[config.mk]
export PLATFORM = sky130hd
export DESIGN_NAME = button_event_detector_flat
export DESIGN_NICKNAME = d
export VERILOG_FILES = /design/src/rtl/bed_pkg.sv /design/src/rtl/bed_if.sv /design/src/rtl/bed_csr.sv /design/src/rtl/bed_front.sv /design/src/rtl/bed_queue.sv /design/src/rtl/bed_back.sv /design/src/rtl/button_event_detector.sv /design/src/flat_wrapper.sv
export SDC_FILE = /design/constraint.sdc
export NUM_CORES = 1
export LEC_CHECK = 0
export BUFFER_PORTS_ARGS = -buffer_cell sky130_fd_sc_hd__buf_2
export CORE_UTILIZATION = 55
export DETAILED_ROUTE_END_ITERATION = 8
export GPL_ROUTABILITY_DRIVEN = 0
export HOLD_SLACK_MARGIN = 0.02
export PLACE_DENSITY = 0.73
export REMOVE_ABC_BUFFERS = 1
export SLEW_MARGIN = 10
export SYNTH_ARGS = -nofsm -noshare
export SYNTH_HDL_FRONTEND = slang
export SYNTH_SLANG_ARGS = --single-unit
[constraint.sdc]
create_clock -name clock -period 6.5 [get_ports clock]
set_input_delay 0.325 -clock clock [delete_from_list [all_inputs] [get_ports clock]]
set_output_delay 0.325 -clock clock [all_outputs]
set_load 0.01 [all_outputs]
[src/rtl/bed_pkg.sv]
package bed_pkg;

   localparam int BUTTON_COUNT = 3;
   localparam int BTN_W        = $clog2(BUTTON_COUNT);
   localparam int PIN_W        = 3;
   localparam int TIME_W       = 32;
   localparam int MS_W         = 16;
   localparam int MASK_W       = 3;
   localparam int KIND_W       = 3;
   localparam int IDX_W        = 2;

   localparam int CSR_ADDR_W   = 5;
   localparam int CSR_DATA_W   = 32;

   localparam int QUEUE_DEPTH  = 2;

   // Repeat divisor: floor(x / 200) = floor((x >> 3) * 10486 >> 18) for x below 2^16.
   localparam int RAMP_STEP_MS     = 200;
   localparam int RAMP_PRE_SHIFT   = 3;
   localparam int RAMP_RECIP       = 10486;
   localparam int RAMP_RECIP_SHIFT = 18;
   localparam int RAMP_PROD_W      = 27;
   localparam int Q_W              = $clog2(((1 << MS_W) - 1) / RAMP_STEP_MS + 1);
   localparam int MOD_IDX_W        = $clog2(TIME_W);

   localparam logic [MS_W-1:0]   POLL_RESET   = 16'd20;
   localparam logic [MASK_W-1:0] MASK_RESET   = 3'd0;
   localparam logic [MS_W-1:0]   DELAY_RESET  = 16'd300;
   localparam logic [MS_W-1:0]   LONG_RESET   = 16'd1800;
   localparam logic [MS_W-1:0]   RAMP_RESET   = 16'd2000;

   typedef enum logic [2:0] {
      REG_POLL  = 3'd0,
      REG_MASK  = 3'd1,
      REG_DELAY = 3'd2,
      REG_LONG  = 3'd3,
      REG_RAMP  = 3'd4
   } reg_index_type;

   typedef enum logic [KIND_W-1:0] {
      EV_PRESS   = 3'd0,
      EV_RELEASE = 3'd1,
      EV_CLICK   = 3'd2,
      EV_LONG    = 3'd3,
      EV_REPEAT  = 3'd4
   } event_kind_type;

   typedef struct packed {
      logic [MS_W-1:0]   poll_interval_ms;
      logic [MASK_W-1:0] repeat_enable_mask;
      logic [MS_W-1:0]   repeat_start_delay_ms;
      logic [MS_W-1:0]   long_press_ms;
      logic [MS_W-1:0]   repeat_ramp_ms;
   } cfg_type;

   typedef struct packed {
      logic [TIME_W-1:0] now_ms;
      logic [PIN_W-1:0]  pin_levels;
   } sample_type;

endpackage

[src/rtl/bed_if.sv]
interface bed_req_if;
   logic        valid;
   logic        ready;
   logic [31:0] now_ms;
   logic [2:0]  pin_levels;

   modport source (output valid, now_ms, pin_levels, input ready);
   modport sink (input valid, now_ms, pin_levels, output ready);
endinterface

interface bed_rsp_if;
   logic       valid;
   logic       ready;
   logic [1:0] button_index;
   logic [2:0] event_kind;
   logic       last_event;

   modport source (output valid, button_index, event_kind, last_event, input ready);
   modport sink (input valid, button_index, event_kind, last_event, output ready);
endinterface

[src/rtl/bed_csr.sv]
module bed_csr
   import bed_pkg::*;
(
   input  logic                  clock,
   input  logic                  reset,
   input  logic                  psel,
   input  logic                  penable,
   input  logic                  pwrite,
   input  logic [CSR_ADDR_W-1:0] paddr,
   input  logic [CSR_DATA_W-1:0] pwdata,
   output logic [CSR_DATA_W-1:0] prdata,
   output logic                  pready,
   output cfg_type               cfg
);

   cfg_type       cfg_ff;
   cfg_type       cfg_in;
   reg_index_type reg_sel;
   logic          wr_en;

   assign reg_sel = reg_index_type'(paddr[CSR_ADDR_W-1:2]);
   assign wr_en   = psel && penable && pwrite;
   assign pready  = 1'b1;
   assign cfg     = cfg_ff;

   always_comb begin
      cfg_in = cfg_ff;
      if (wr_en) begin
         case (reg_sel)
            REG_POLL:  cfg_in.poll_interval_ms      = pwdata[MS_W-1:0];
            REG_MASK:  cfg_in.repeat_enable_mask    = pwdata[MASK_W-1:0];
            REG_DELAY: cfg_in.repeat_start_delay_ms = pwdata[MS_W-1:0];
            REG_LONG:  cfg_in.long_press_ms         = pwdata[MS_W-1:0];
            REG_RAMP:  cfg_in.repeat_ramp_ms        = pwdata[MS_W-1:0];
            default:   cfg_in = cfg_ff;
         endcase
      end
   end

   always_comb begin
      case (reg_sel)
         REG_POLL:  prdata = {{(CSR_DATA_W-MS_W){1'b0}}, cfg_ff.poll_interval_ms};
         REG_MASK:  prdata = {{(CSR_DATA_W-MASK_W){1'b0}}, cfg_ff.repeat_enable_mask};
         REG_DELAY: prdata = {{(CSR_DATA_W-MS_W){1'b0}}, cfg_ff.repeat_start_delay_ms};
         REG_LONG:  prdata = {{(CSR_DATA_W-MS_W){1'b0}}, cfg_ff.long_press_ms};
         REG_RAMP:  prdata = {{(CSR_DATA_W-MS_W){1'b0}}, cfg_ff.repeat_ramp_ms};
         default:   prdata = '0;
      endcase
   end

   always_ff @(posedge clock) begin
      if (reset) begin
         cfg_ff.poll_interval_ms      <= POLL_RESET;
         cfg_ff.repeat_enable_mask    <= MASK_RESET;
         cfg_ff.repeat_start_delay_ms <= DELAY_RESET;
         cfg_ff.long_press_ms         <= LONG_RESET;
         cfg_ff.repeat_ramp_ms        <= RAMP_RESET;
      end else begin
         cfg_ff <= cfg_in;
      end
   end

endmodule

[src/rtl/bed_front.sv]
module bed_front
   import bed_pkg::*;
(
   input  logic       clock,
   input  logic       reset,
   input  cfg_type    cfg,
   bed_req_if.sink    req,
   input  logic       can_push,
   output logic       push,
   output sample_type push_data
);

   logic [TIME_W-1:0] last_poll_ff;
   logic [TIME_W-1:0] last_poll_in;
   logic [TIME_W-1:0] poll_due;
   logic              accept;
   logic              acted;

   // The sum wraps; a sample that does not pass the unsigned compare is dropped.
   assign poll_due  = last_poll_ff + {{(TIME_W-MS_W){1'b0}}, cfg.poll_interval_ms};
   assign acted     = req.now_ms > poll_due;
   assign req.ready = can_push;
   assign accept    = req.valid && can_push;
   assign push      = accept && acted;

   assign push_data.now_ms     = req.now_ms;
   assign push_data.pin_levels = req.pin_levels;

   assign last_poll_in = push ? req.now_ms : last_poll_ff;

   always_ff @(posedge clock) begin
      if (reset) begin
         last_poll_ff <= '0;
      end else begin
         last_poll_ff <= last_poll_in;
      end
   end

endmodule

[src/rtl/bed_queue.sv]
module bed_queue
   import bed_pkg::*;
(
   input  logic       clock,
   input  logic       reset,
   input  logic       push,
   input  sample_type push_data,
   output logic       can_push,
   input  logic       pop,
   output sample_type head,
   output logic       head_valid
);

   localparam int PTR_W = $clog2(QUEUE_DEPTH);
   localparam int CNT_W = $clog2(QUEUE_DEPTH + 1);

   sample_type        slot_ff [QUEUE_DEPTH];
   logic [PTR_W-1:0]  wr_ptr_ff;
   logic [PTR_W-1:0]  wr_ptr_in;
   logic [PTR_W-1:0]  rd_ptr_ff;
   logic [PTR_W-1:0]  rd_ptr_in;
   logic [CNT_W-1:0]  count_ff;
   logic [CNT_W-1:0]  count_in;

   assign can_push   = count_ff != CNT_W'(QUEUE_DEPTH);
   assign head_valid = count_ff != '0;
   assign head       = slot_ff[rd_ptr_ff];

   always_comb begin
      wr_ptr_in = wr_ptr_ff;
      rd_ptr_in = rd_ptr_ff;
      count_in  = count_ff;
      if (push) begin
         wr_ptr_in = (wr_ptr_ff == PTR_W'(QUEUE_DEPTH - 1)) ? '0 : wr_ptr_ff + PTR_W'(1);
      end
      if (pop) begin
         rd_ptr_in = (rd_ptr_ff == PTR_W'(QUEUE_DEPTH - 1)) ? '0 : rd_ptr_ff + PTR_W'(1);
      end
      if (push && !pop) begin
         count_in = count_ff + CNT_W'(1);
      end else if (pop && !push) begin
         count_in = count_ff - CNT_W'(1);
      end
   end

   always_ff @(posedge clock) begin
      if (push) begin
         slot_ff[wr_ptr_ff] <= push_data;
      end
   end

   always_ff @(posedge clock) begin
      if (reset) begin
         wr_ptr_ff <= '0;
         rd_ptr_ff <= '0;
         count_ff  <= '0;
      end else begin
         wr_ptr_ff <= wr_ptr_in;
         rd_ptr_ff <= rd_ptr_in;
         count_ff  <= count_in;
      end
   end

endmodule

[src/rtl/bed_back.sv]
module bed_back
   import bed_pkg::*;
(
   input  logic       clock,
   input  logic       reset,
   input  cfg_type    cfg,
   input  sample_type head,
   input  logic       head_valid,
   output logic       pop,
   bed_rsp_if.source  rsp
);

   typedef enum logic [7:0] {
      S_IDLE  = 8'b0000_0001,
      S_EVAL  = 8'b0000_0010,
      S_CLICK = 8'b0000_0100,
      S_RAMP  = 8'b0000_1000,
      S_QUOT  = 8'b0001_0000,
      S_MOD   = 8'b0010_0000,
      S_REP   = 8'b0100_0000,
      S_FLUSH = 8'b1000_0000
   } back_state_type;

   back_state_type       state_ff, state_in;
   logic [BTN_W-1:0]     btn_ff, btn_in;
   logic [PIN_W-1:0]     pressed_ff, pressed_in;
   logic [TIME_W-1:0]    hold_ff, hold_in;
   logic [TIME_W-1:0]    rep_cnt_ff, rep_cnt_in;
   logic                 handled_ff, handled_in;

   logic [TIME_W-1:0]    hold_time_ff, hold_time_in;
   logic [MS_W-1:0]      q_raw_ff, q_raw_in;
   logic [Q_W-1:0]       q_ff, q_in;
   logic [Q_W-1:0]       rem_ff, rem_in;
   logic [MOD_IDX_W-1:0] bit_idx_ff, bit_idx_in;

   logic                 pend_valid_ff, pend_valid_in;
   logic [BTN_W-1:0]     pend_btn_ff, pend_btn_in;
   event_kind_type       pend_kind_ff, pend_kind_in;

   logic                 rsp_valid_ff, rsp_valid_in;
   logic [IDX_W-1:0]     rsp_btn_ff, rsp_btn_in;
   event_kind_type       rsp_kind_ff, rsp_kind_in;
   logic                 rsp_last_ff, rsp_last_in;

   logic                 level_down;
   logic                 state_down;
   logic                 in_mask;
   logic                 last_btn;
   logic [TIME_W-1:0]    hold_time;
   logic                 repeat_due;
   logic                 long_due;
   logic [TIME_W-1:0]    ramp_used;
   logic [RAMP_PROD_W-1:0] ramp_prod;
   logic [Q_W-1:0]       ramp_quo;
   logic [Q_W:0]         rem_shift;
   logic                 out_free;
   logic                 emit_ok;
   logic                 emit;
   event_kind_type       emit_kind;

   assign rsp.valid        = rsp_valid_ff;
   assign rsp.button_index = rsp_btn_ff;
   assign rsp.event_kind   = rsp_kind_ff;
   assign rsp.last_event   = rsp_last_ff;

   assign level_down = !head.pin_levels[btn_ff];
   assign state_down = pressed_ff[btn_ff];
   assign in_mask    = cfg.repeat_enable_mask[btn_ff];
   assign last_btn   = btn_ff == BTN_W'(BUTTON_COUNT - 1);

   // Hold time is read as signed; a negative one never fires.
   assign hold_time  = head.now_ms - hold_ff;
   assign repeat_due = !hold_time[TIME_W-1] &&
      (hold_time[TIME_W-2:0] > {{(TIME_W-1-MS_W){1'b0}}, cfg.repeat_start_delay_ms});
   assign long_due   = !hold_time[TIME_W-1] &&
      (hold_time[TIME_W-2:0] > {{(TIME_W-1-MS_W){1'b0}}, cfg.long_press_ms});

   assign ramp_used = hold_time_ff - {{(TIME_W-MS_W){1'b0}}, cfg.repeat_start_delay_ms};
   assign ramp_prod = RAMP_PROD_W'(q_raw_ff >> RAMP_PRE_SHIFT) * RAMP_PROD_W'(RAMP_RECIP);
   assign ramp_quo  = Q_W'(ramp_prod >> RAMP_RECIP_SHIFT);
   assign rem_shift = {rem_ff, rep_cnt_ff[bit_idx_ff]};

   // An event parks in the pending slot so that the last one of a sample can be flagged.
   assign out_free = !rsp_valid_ff || rsp.ready;
   assign emit_ok  = !pend_valid_ff || out_free;

   always_comb begin
      state_in      = state_ff;
      btn_in        = btn_ff;
      pressed_in    = pressed_ff;
      hold_in       = hold_ff;
      rep_cnt_in    = rep_cnt_ff;
      handled_in    = handled_ff;
      hold_time_in  = hold_time_ff;
      q_raw_in      = q_raw_ff;
      q_in          = q_ff;
      rem_in        = rem_ff;
      bit_idx_in    = bit_idx_ff;
      pend_valid_in = pend_valid_ff;
      pend_btn_in   = pend_btn_ff;
      pend_kind_in  = pend_kind_ff;
      rsp_valid_in  = rsp_valid_ff && !rsp.ready;
      rsp_btn_in    = rsp_btn_ff;
      rsp_kind_in   = rsp_kind_ff;
      rsp_last_in   = rsp_last_ff;
      emit          = 1'b0;
      emit_kind     = EV_PRESS;
      pop           = 1'b0;

      case (state_ff)
         S_IDLE: begin
            if (head_valid) begin
               btn_in   = '0;
               state_in = S_EVAL;
            end
         end
         S_EVAL: begin
            hold_time_in = hold_time;
            if (level_down != state_down) begin
               emit      = 1'b1;
               emit_kind = level_down ? EV_PRESS : EV_RELEASE;
               if (emit_ok) begin
                  pressed_in[btn_ff] = level_down;
                  rep_cnt_in         = '0;
                  if (level_down) begin
                     hold_in = head.now_ms;
                  end else begin
                     hold_in    = '0;
                     handled_in = 1'b0;
                  end
                  if (!level_down && !handled_ff) begin
                     state_in = S_CLICK;
                  end else begin
                     state_in = last_btn ? S_FLUSH : S_EVAL;
                     btn_in   = btn_ff + BTN_W'(1);
                  end
               end
            end else if (level_down && in_mask && repeat_due) begin
               state_in = S_RAMP;
            end else if (level_down && !in_mask && !handled_ff && long_due) begin
               emit      = 1'b1;
               emit_kind = EV_LONG;
               if (emit_ok) begin
                  hold_in    = '0;
                  rep_cnt_in = '0;
                  handled_in = 1'b1;
                  state_in   = last_btn ? S_FLUSH : S_EVAL;
                  btn_in     = btn_ff + BTN_W'(1);
               end
            end else begin
               state_in = last_btn ? S_FLUSH : S_EVAL;
               btn_in   = btn_ff + BTN_W'(1);
            end
         end
         S_CLICK: begin
            emit      = 1'b1;
            emit_kind = EV_CLICK;
            if (emit_ok) begin
               state_in = last_btn ? S_FLUSH : S_EVAL;
               btn_in   = btn_ff + BTN_W'(1);
            end
         end
         S_RAMP: begin
            // Ramp remainder, clamped at zero.
            if (ramp_used < {{(TIME_W-MS_W){1'b0}}, cfg.repeat_ramp_ms}) begin
               q_raw_in = cfg.repeat_ramp_ms - ramp_used[MS_W-1:0];
            end else begin
               q_raw_in = '0;
            end
            state_in = S_QUOT;
         end
         S_QUOT: begin
            q_in       = (ramp_quo == '0) ? Q_W'(1) : ramp_quo;
            rem_in     = '0;
            bit_idx_in = MOD_IDX_W'(TIME_W - 1);
            state_in   = S_MOD;
         end
         S_MOD: begin
            // One restoring step of repeat_counter mod q per cycle, MSB first.
            if (rem_shift >= {1'b0, q_ff}) begin
               rem_in = Q_W'(rem_shift - {1'b0, q_ff});
            end else begin
               rem_in = rem_shift[Q_W-1:0];
            end
            if (bit_idx_ff == '0) begin
               state_in = S_REP;
            end else begin
               bit_idx_in = bit_idx_ff - MOD_IDX_W'(1);
            end
         end
         S_REP: begin
            emit      = rem_ff == '0;
            emit_kind = EV_REPEAT;
            if (!emit || emit_ok) begin
               rep_cnt_in = rep_cnt_ff + TIME_W'(1);
               state_in   = last_btn ? S_FLUSH : S_EVAL;
               btn_in     = btn_ff + BTN_W'(1);
            end
         end
         S_FLUSH: begin
            if (!pend_valid_ff) begin
               pop      = 1'b1;
               state_in = S_IDLE;
            end else if (out_free) begin
               rsp_valid_in  = 1'b1;
               rsp_btn_in    = IDX_W'(pend_btn_ff);
               rsp_kind_in   = pend_kind_ff;
               rsp_last_in   = 1'b1;
               pend_valid_in = 1'b0;
               pop           = 1'b1;
               state_in      = S_IDLE;
            end
         end
         default: begin
            state_in = S_IDLE;
         end
      endcase

      if (emit && emit_ok) begin
         if (pend_valid_ff) begin
            rsp_valid_in = 1'b1;
            rsp_btn_in   = IDX_W'(pend_btn_ff);
            rsp_kind_in  = pend_kind_ff;
            rsp_last_in  = 1'b0;
         end
         pend_valid_in = 1'b1;
         pend_btn_in   = btn_ff;
         pend_kind_in  = emit_kind;
      end
   end

   always_ff @(posedge clock) begin
      hold_time_ff <= hold_time_in;
      q_raw_ff     <= q_raw_in;
      q_ff         <= q_in;
      rem_ff       <= rem_in;
      bit_idx_ff   <= bit_idx_in;
      pend_btn_ff  <= pend_btn_in;
      pend_kind_ff <= pend_kind_in;
      rsp_btn_ff   <= rsp_btn_in;
      rsp_kind_ff  <= rsp_kind_in;
      rsp_last_ff  <= rsp_last_in;
   end

   always_ff @(posedge clock) begin
      if (reset) begin
         state_ff      <= S_IDLE;
         btn_ff        <= '0;
         pressed_ff    <= '0;
         hold_ff       <= '0;
         rep_cnt_ff    <= '0;
         handled_ff    <= 1'b0;
         pend_valid_ff <= 1'b0;
         rsp_valid_ff  <= 1'b0;
      end else begin
         state_ff      <= state_in;
         btn_ff        <= btn_in;
         pressed_ff    <= pressed_in;
         hold_ff       <= hold_in;
         rep_cnt_ff    <= rep_cnt_in;
         handled_ff    <= handled_in;
         pend_valid_ff <= pend_valid_in;
         rsp_valid_ff  <= rsp_valid_in;
      end
   end

   a_idle_no_pending: assert property (@(posedge clock) disable iff (reset)
      (state_ff == S_IDLE) |-> !pend_valid_ff)
      else $error("pending item left over after a sample finished");

   a_mod_remainder: assert property (@(posedge clock) disable iff (reset)
      (state_ff == S_MOD) |-> (q_ff != '0 && rem_ff < q_ff))
      else $error("repeat remainder out of range");

   a_pop_at_flush: assert property (@(posedge clock) disable iff (reset)
      pop |-> (state_ff == S_FLUSH && head_valid))
      else $error("sample popped outside flush or from an empty queue");

endmodule

[src/rtl/button_event_detector.sv]
// The last item of a sample is registered to the output in the flush state, after every
// button is evaluated; each earlier item is registered once the next event of the same
// sample is found and the output is free. Per acted-on sample the back end passes idle, an
// evaluation per button, click per click, ramp, quotient, mod and repeat per held repeating
// button past its delay, and flush; the queue takes new samples meanwhile until it is full.
// Reset is synchronous and active high: registers return to defaults, state clears.
module button_event_detector
   import bed_pkg::*;
(
   input  logic                  clock,
   input  logic                  reset,
   bed_req_if.sink               req_ch,
   bed_rsp_if.source             rsp_ch,
   input  logic                  psel,
   input  logic                  penable,
   input  logic                  pwrite,
   input  logic [CSR_ADDR_W-1:0] paddr,
   input  logic [CSR_DATA_W-1:0] pwdata,
   output logic [CSR_DATA_W-1:0] prdata,
   output logic                  pready
);

   cfg_type    cfg;
   logic       can_push;
   logic       push;
   sample_type push_data;
   logic       pop;
   sample_type head;
   logic       head_valid;

   bed_csr u_csr (
      .clock   (clock),
      .reset   (reset),
      .psel    (psel),
      .penable (penable),
      .pwrite  (pwrite),
      .paddr   (paddr),
      .pwdata  (pwdata),
      .prdata  (prdata),
      .pready  (pready),
      .cfg     (cfg)
   );

   bed_front u_front (
      .clock     (clock),
      .reset     (reset),
      .cfg       (cfg),
      .req       (req_ch),
      .can_push  (can_push),
      .push      (push),
      .push_data (push_data)
   );

   bed_queue u_queue (
      .clock      (clock),
      .reset      (reset),
      .push       (push),
      .push_data  (push_data),
      .can_push   (can_push),
      .pop        (pop),
      .head       (head),
      .head_valid (head_valid)
   );

   bed_back u_back (
      .clock      (clock),
      .reset      (reset),
      .cfg        (cfg),
      .head       (head),
      .head_valid (head_valid),
      .pop        (pop),
      .rsp        (rsp_ch)
   );

endmodule

[src/flat_wrapper.sv]
// flat-port wrapper written by rule: the top's interface ports become plain ports
module button_event_detector_flat import bed_pkg::*;
  (clock, reset, psel, penable, pwrite, paddr, pwdata, prdata, pready, req_ch_valid, req_ch_now_ms, req_ch_pin_levels, req_ch_ready, rsp_ch_valid, rsp_ch_button_index, rsp_ch_event_kind, rsp_ch_last_event, rsp_ch_ready);
  bed_req_if req_ch_i ();
  bed_rsp_if rsp_ch_i ();
  input  logic clock;
  input  logic reset;
  input  logic psel;
  input  logic penable;
  input  logic pwrite;
  input  logic [CSR_ADDR_W-1:0] paddr;
  input  logic [CSR_DATA_W-1:0] pwdata;
  output logic [CSR_DATA_W-1:0] prdata;
  output logic pready;
  input wire logic [$bits(req_ch_i.valid)-1:0] req_ch_valid;
  input wire logic [$bits(req_ch_i.now_ms)-1:0] req_ch_now_ms;
  input wire logic [$bits(req_ch_i.pin_levels)-1:0] req_ch_pin_levels;
  output wire logic [$bits(req_ch_i.ready)-1:0] req_ch_ready;
  output wire logic [$bits(rsp_ch_i.valid)-1:0] rsp_ch_valid;
  output wire logic [$bits(rsp_ch_i.button_index)-1:0] rsp_ch_button_index;
  output wire logic [$bits(rsp_ch_i.event_kind)-1:0] rsp_ch_event_kind;
  output wire logic [$bits(rsp_ch_i.last_event)-1:0] rsp_ch_last_event;
  input wire logic [$bits(rsp_ch_i.ready)-1:0] rsp_ch_ready;
  assign req_ch_i.valid = req_ch_valid;
  assign req_ch_i.now_ms = req_ch_now_ms;
  assign req_ch_i.pin_levels = req_ch_pin_levels;
  assign req_ch_ready = req_ch_i.ready;
  assign rsp_ch_valid = rsp_ch_i.valid;
  assign rsp_ch_button_index = rsp_ch_i.button_index;
  assign rsp_ch_event_kind = rsp_ch_i.event_kind;
  assign rsp_ch_last_event = rsp_ch_i.last_event;
  assign rsp_ch_i.ready = rsp_ch_ready;
  button_event_detector u_core (.clock(clock), .reset(reset), .req_ch(req_ch_i), .rsp_ch(rsp_ch_i), .psel(psel), .penable(penable), .pwrite(pwrite), .paddr(paddr), .pwdata(pwdata), .prdata(prdata), .pready(pready));
endmodule
Word level (Yosys, flattened, before mapping). Memories as Yosys holds them, arrays and structs flattened. A register that Yosys moved wholly into a read port is not among the register bits. Index checks and enable logic that the tools add are counted. Widths: inputs -> output; s select.

Multiplexer cells: 100. Reductions and logical operators: 53. Equal/unequal tests: 28. Add/sub/neg operators: 12. $mul: 1. Order comparisons: 8.

Operators by type and width (number): $mux 32 (11); $mux 8 (12); $pmux 16 s5 (1); $pmux 32 s2 (1); $pmux 8 s8 (1); $gt 31x16->1 (2); $mux 1 (38); $mux 2 (18); $add 32x1->32 const B (1); $add 32x16->32 (1); $gt 32x32->1 (1); $lt 32x16->1 (1); $sub 32x16->32 (1); $sub 32x32->32 (1); $mul 13x13->26 const B (1); $logic_not 9->1 (2); $ne 3x3->1 const B (6); $pmux 9 s2 (1); $logic_and 1x1->1 (17); $sub 16x16->16 (1); $mux 3 (5); $ne 2x2->1 const B (7); $reduce_and 2->1 (6); $reduce_and 6->1 (2); other kinds (42) (64).

Logic and storage cells: 230. Bits in registers: 265. Output and inout port bits: 41. Memory bits (writable): 70. Memories: 1.

Memory list: u_core.u_queue.slot_ff (depth 2, bits a word 35, read ports 1, clocked after memory_dff 1, write ports 1, line bed_queue.sv:17) `sample_type slot_ff [QUEUE_DEPTH];`.

Logic depth before layout (Yosys ltp).
Depth after elaboration: 12. Gate-level depth with buffers: 33. Gate-level depth less buffers: 30.

Cells and area by module. A second synthesis with hierarchy kept.

Cell total of the unflattened synthesis: 2535. Area, all modules: 24462.2 um^2.

By module, submodules not included: bed_back (area each 14888.0 um^2, instances 1, cells an instance 1661); bed_front (area each 3555.9 um^2, instances 1, cells an instance 409); bed_csr (area each 3275.6 um^2, instances 1, cells an instance 334); bed_queue (area each 2742.6 um^2, instances 1, cells an instance 131).

Least setup slack after synthesis. Ideal clock, no wire load.

Path type: reg-to-reg. From: register u_core.u_front.last_poll_ff[0]. To: memory u_core.u_queue.slot_ff[0][0] in the netlist's numbering (enable). Required time: 6073 ps. Arrival time: 6281 ps. Cell stages (with the launch flop): 28. Path slack: -209 ps. Setup time: 427 ps. Path through: dfxtp_1 > ha_1 > fa_1 > a21o_1 > a21oi_1 > o21bai_1 > a21oi_1 > o21bai_1 > a21oi_1 > o21ai_0 > o41ai_1 > o2111ai_1 > a21o_1 > clkbuf_1 > nand3_1 > xor2_1 > ha_1 > nor2b_1 > o21ai_0 > nand2b_1 > a21oi_1 > o21ai_0 > a21oi_1 > o311ai_0 > o21ai_0 > buf_1 > clkbuf_1 > nor2_1.

Cells in the longest elaborated chain, start to end: 5.

RTL lines: from (decl) (line bed_front.sv:13) `logic [TIME_W-1:0] last_poll_ff;`; from (signal assigned) (line bed_front.sv:35) `last_poll_ff <= last_poll_in;`; $add 32x16->32 (line bed_front.sv:20) `assign poll_due = last_poll_ff + {{(TIME_W-MS_W){1'b0}}, cfg.poll_interval_ms};`; $gt 32x32->1 (line bed_front.sv:21) `assign acted = req.now_ms > poll_due;`; $logic_and 1x1->1 (line bed_front.sv:24) `assign push = accept && acted;`; $mux 1 (line bed_queue.sv:47) `if (push) begin`; $mux 1 (implied by the code) (line bed_queue.sv:48) `slot_ff[wr_ptr_ff] <= push_data;`; to (decl) (line bed_queue.sv:17).

Every way passes these cells.

Worst setup path in the final report.
From: register u_core.u_back.q_raw_ff[11]. To: register u_core.u_back.q_ff[0], data pin.

Cells in the longest elaborated chain, start to end: 2.

RTL lines: from (decl) (line bed_back.sv:32) `logic [MS_W-1:0] q_raw_ff, q_raw_in;`; from (signal assigned) (line bed_back.sv:235) `q_raw_ff <= q_raw_in;`; $mul 13x13->26 (*) (line bed_back.sv:80) `assign ramp_prod = RAMP_PROD_W'(q_raw_ff >> RAMP_PRE_SHIFT) * RAMP_PROD_W'(RAMP_RECIP);`; $logic_not 9->1 (line bed_back.sv:174) `q_in = (ramp_quo == '0) ? Q_W'(1) : ramp_quo;`; to (signal assigned) (line bed_back.sv:236) `q_ff <= q_in;`; to (decl) (line bed_back.sv:33) `logic [Q_W-1:0] q_ff, q_in;`.

Mark *: on every way between the ends. The rest lies on a longest branch, timed or not. A chain may end at the register's enable or synchronous reset.

==> impl_metrics.csv <==
group,metric,value,unit
drt,ant_nets,0,
sta,max_freq,0.1670,GHz
drt,drtIter0Drc,1163,
synth,ys_seq_area_frac,0.3474,
clocking,clk_pin_slew,0.06,ns
setup_path,end_kind,"flop",
cells_and_area,synthToLayoutAreaGrowth,10.95,%
cells_and_area,nets,2996,
sta,fin_hold_ws,0.04893,ns
drt,wirelength,54030,um
place,pre_cts_slack,0.3080,ns
sta,grt_setup_unrepaired,"no",
place,portBuffers,84,
sta,setup_slack,0.5120,ns
sta,finalMaxSlewViolations,0,
synth,ys.warnings.count,0,
setup_path,worstPathMaxFanout,5,
setup_path,cp_top_family,"compound AO/OA/AOI/OAI gates",
floorplan,die_w,208.6,um
floorplan,pin_count,120,
sta,relSlewSlack,0.2115,
setup_path,critPathArrivalTime,6.38,ns
setup_path,critPathKind,"flop to flop",
clocking,tritoncts,"done",
drt,drcViolationCount,0,
drt,wl_per_cell,17.09,um
sta,skew,0.02075,ns
job,cap_violations,0,
cells_and_area,antenna_cells,0,
synth,ys_async_sr_fraction,0,
floorplan,die-area,43530,um2
clocking,cts.sinks,333,
cells_and_area,final_layout_size_suffix_gt1_frac,0.1091,
setup_path,worstPathRequired,6.89,ns
setup_path,startpoint_type,"flop",
synth,synth-edff-count,149,
synth,syn_inst,2492,
global_route,grt_pass1_wl,88530,um
global_route,grt_pass1_vias,18150,
worst_hold_path,min_path_type,"primary input to flop",
clocking,cts_buffers,38,
global_route,grt_antenna_before_repair,1,
clocking,htreeDepth,2,
floorplan,core,42040,um2
setup_path,slowest_stage,"fa_1",
synth,yosysUniqueCellTypes,92,
setup_path,cp_slowest_stage_delay,0.52,ns
clocking,cts_buffer_depth,3,
sta,finalHoldViolCount,0,
place,detailedPlacementHpwl,41110,um
drt,detail_route.first_pass.iterations,8,
sta,tightest_slew,1.178,ns
sta,setup_tns,0,ns
power,leakagePower,10.49,nW
synth,netlist_area,23480,um2
cells_and_area,n_fill_cell,3422,
floorplan,rows,75,
global_route,grt_usage,0.2484,
floorplan,die_height,208.6,um
power,max-vdd-ir-drop,264.0,uV
global_route,gr-total-overflow,0,
setup_path,critPathBufInv,5,
power,power.density,221.7,nW/um2
synth,synth-seq-cells,333,
status,status,"completed",
clocking,insertion_delay,0.57,ns
sta,finalCriticalPeriod,5.988,ns
synth,synth_area_per_cell,9.423,um2
clocking,cts_root_buffer,"clkbuf_16",
setup_path,path_cells,"buf_4, ha_1, inv_1, fa_1, fa_1, inv_1, ha_1, inv_1, fa_1, inv_1, ha_1, a2111oi_1, o21a_1, o21ai_0, a211o_1, o211a_1, o41a_1, a21oi_2, nor2b_1, xnor2_1, a2111o_1, o31ai_1",
setup_path,path_common_cell,"inv_1",
power,finalPower,5.777,mW
synth,ys.flop_type,"dfxtp_1",
global_route,grt_max_degree,88,
drt,num_vias,18520,
floorplan,initial_core_util,0.5586,
sta,setup_violations,0,
sta,period_share,0.9212,
drt,vias_per_cell,5.860,
[worst paths after layout]
path,cells after the start,slack (ns),endpoint,from
worst max-delay path,22,0.51,u_core.u_back.q_ff[0],u_core.u_back.q_raw_ff[11]
worst min register to register,2,0.45,u_core.u_back.hold_ff[8],u_core.u_back.hold_ff[8]
worst min-delay path,3,0.05,u_core.u_csr.cfg[21],pwdata[5]
worst max register to register,22,0.51,u_core.u_back.q_ff[0],u_core.u_back.q_raw_ff[11]
[cell families after synthesis]
family                   synth area share
AO/OA/AOI/OAI                      0.1579
XOR/XNOR                          0.03431
adder cells (fa/ha/maj)            0.1927
buffers and inverters             0.06548
flip-flops                         0.3474
multiplexers                      0.04678
other                           0.0003198
AND/OR/NAND/NOR                    0.1552
[per-layer routing]
metal  global-route usage  up-vias  wire length, um
li1                     -     9050                -
met1               0.3155     8865            23510
met2               0.4289      509            25950
met3              0.03261       98             2847
met4              0.09812        0             1720
met5                    0        -                0
[state kept, by name, indices dropped and copies added (netlist names), 5 cells and up, named ones only]
register / flops
u_core.u_back.bit_idx_ff: 5
u_core.u_back.hold_ff: 32
u_core.u_back.hold_time_ff: 32
u_core.u_back.q_ff: 9
u_core.u_back.q_raw_ff: 13
u_core.u_back.rem_ff: 9
u_core.u_back.rep_cnt_ff: 32
u_core.u_back.state_ff: 8
u_core.u_csr.cfg: 67
u_core.u_front.last_poll_ff: 32
u_core.u_queue.slot_ff: 70
[cells in the final DEF, fill, tap and decap left out, drive strengths merged, types with 19 or more instances in the layout]
| master | Yosys | final |
|---|---|---|
| nand3b | 38 | 38 |
| a21o | 34 | 34 |
| nor2 | 151 | 151 |
| nand4 | 41 | 41 |
| nand3 | 51 | 51 |
| ha | 264 | 264 |
| xnor2 | 52 | 52 |
| nand2b | 23 | 23 |
| dfxtp | 184 | 184 |
| nor3 | 42 | 42 |
| mux2 | 32 | 32 |
| inv | 260 | 262 |
| dlygate4sd3 | 0 | 35 |
| clkbuf | 62 | 42 |
| o21a | 25 | 25 |
| mux2i | 49 | 49 |
| nor2b | 24 | 24 |
| o31ai | 25 | 25 |
| buf | 42 | 114 |
| fa | 61 | 61 |
| nand2 | 262 | 262 |
| a211oi | 26 | 26 |
| or4 | 23 | 23 |
| or3 | 19 | 19 |
| xor2 | 40 | 40 |
| o211ai | 23 | 23 |
| edfxtp | 149 | 149 |
| o21ai | 79 | 79 |
| clkinv | 1 | 19 |
| a21oi | 203 | 203 |
[final cells by class]
class / instances / area, um2 / share of cell area
Clock inverter: 28 / 310.3 / 0.01191
Sequential cell: 333 / 8158 / 0.3131
Multi-Input combinational cell: 1809 / 13910 / 0.5338
Inverter: 261 / 979.7 / 0.03760
Timing Repair Buffer: 149 / 1036 / 0.03976
Tap cell: 539 / 674.4 / 0.02588
Clock buffer: 42 / 987.2 / 0.03789
[what timing repair did]
action	CTS	global route
endpoints found under the setup margin	0	2
hold endpoints to repair	70	0
hold buffers	35	0
buffers inserted	0	1
gates resized for setup	0	4
[through the flow]
step	cell area, um2	util	std cells
final	26050	0.6197	3161
after floorplan	22980	-	2403
after detailed placement	24390	0.5801	3055
after CTS	26040	0.6193	3160
after global routing	26050	0.6197	3161
after global placement	24390	0.5801	3055
[power breakdown]
part | internal, mW | switching (mW) | leakage [nW]
logic | 0.477 | 0.712 | 7.03
registers | 2.30 | 0.0507 | 2.81
clock network | 1.34 | 0.896 | 0.640
[Yosys cell counts, drive strengths merged, types with 10 or more instances]
cell type,number,share of area
ha,264,0.14
nand2,262,0.042
inv,260,0.042
a21oi,203,0.045
dfxtp,184,0.16
nor2,151,0.024
edfxtp,149,0.19
o21ai,79,0.018
clkbuf,62,0.010
fa,61,0.052
xnor2,52,0.019
nand3,51,0.011
mux2i,49,0.021
buf,42,0.014
nor3,42,0.0094
nand4,41,0.011
xor2,40,0.015
nand3b,38,0.012
a21o,34,0.011
mux2,32,0.015
a211oi,26,0.0087
o21a,25,0.0080
o31ai,25,0.0094
nor2b,24,0.0064
nand2b,23,0.0061
o211ai,23,0.0078
or4,23,0.0074
or3,19,0.0051
o21bai,18,0.0058
a221o,16,0.0068
and2,14,0.0037
and3,14,0.0037
a22o,13,0.0048
mux4,11,0.011
a31oi,10,0.0027
nor3b,10,0.0032
[worst min-delay path: cells and delay by family]
kind	cells	cell delay [ns]
AND/OR/NAND/NOR	1	0.06
buffers and inverters	1	0.13
AO/OA/AOI/OAI	1	0.05
Note: power is estimated with default switching activity, not from simulation.
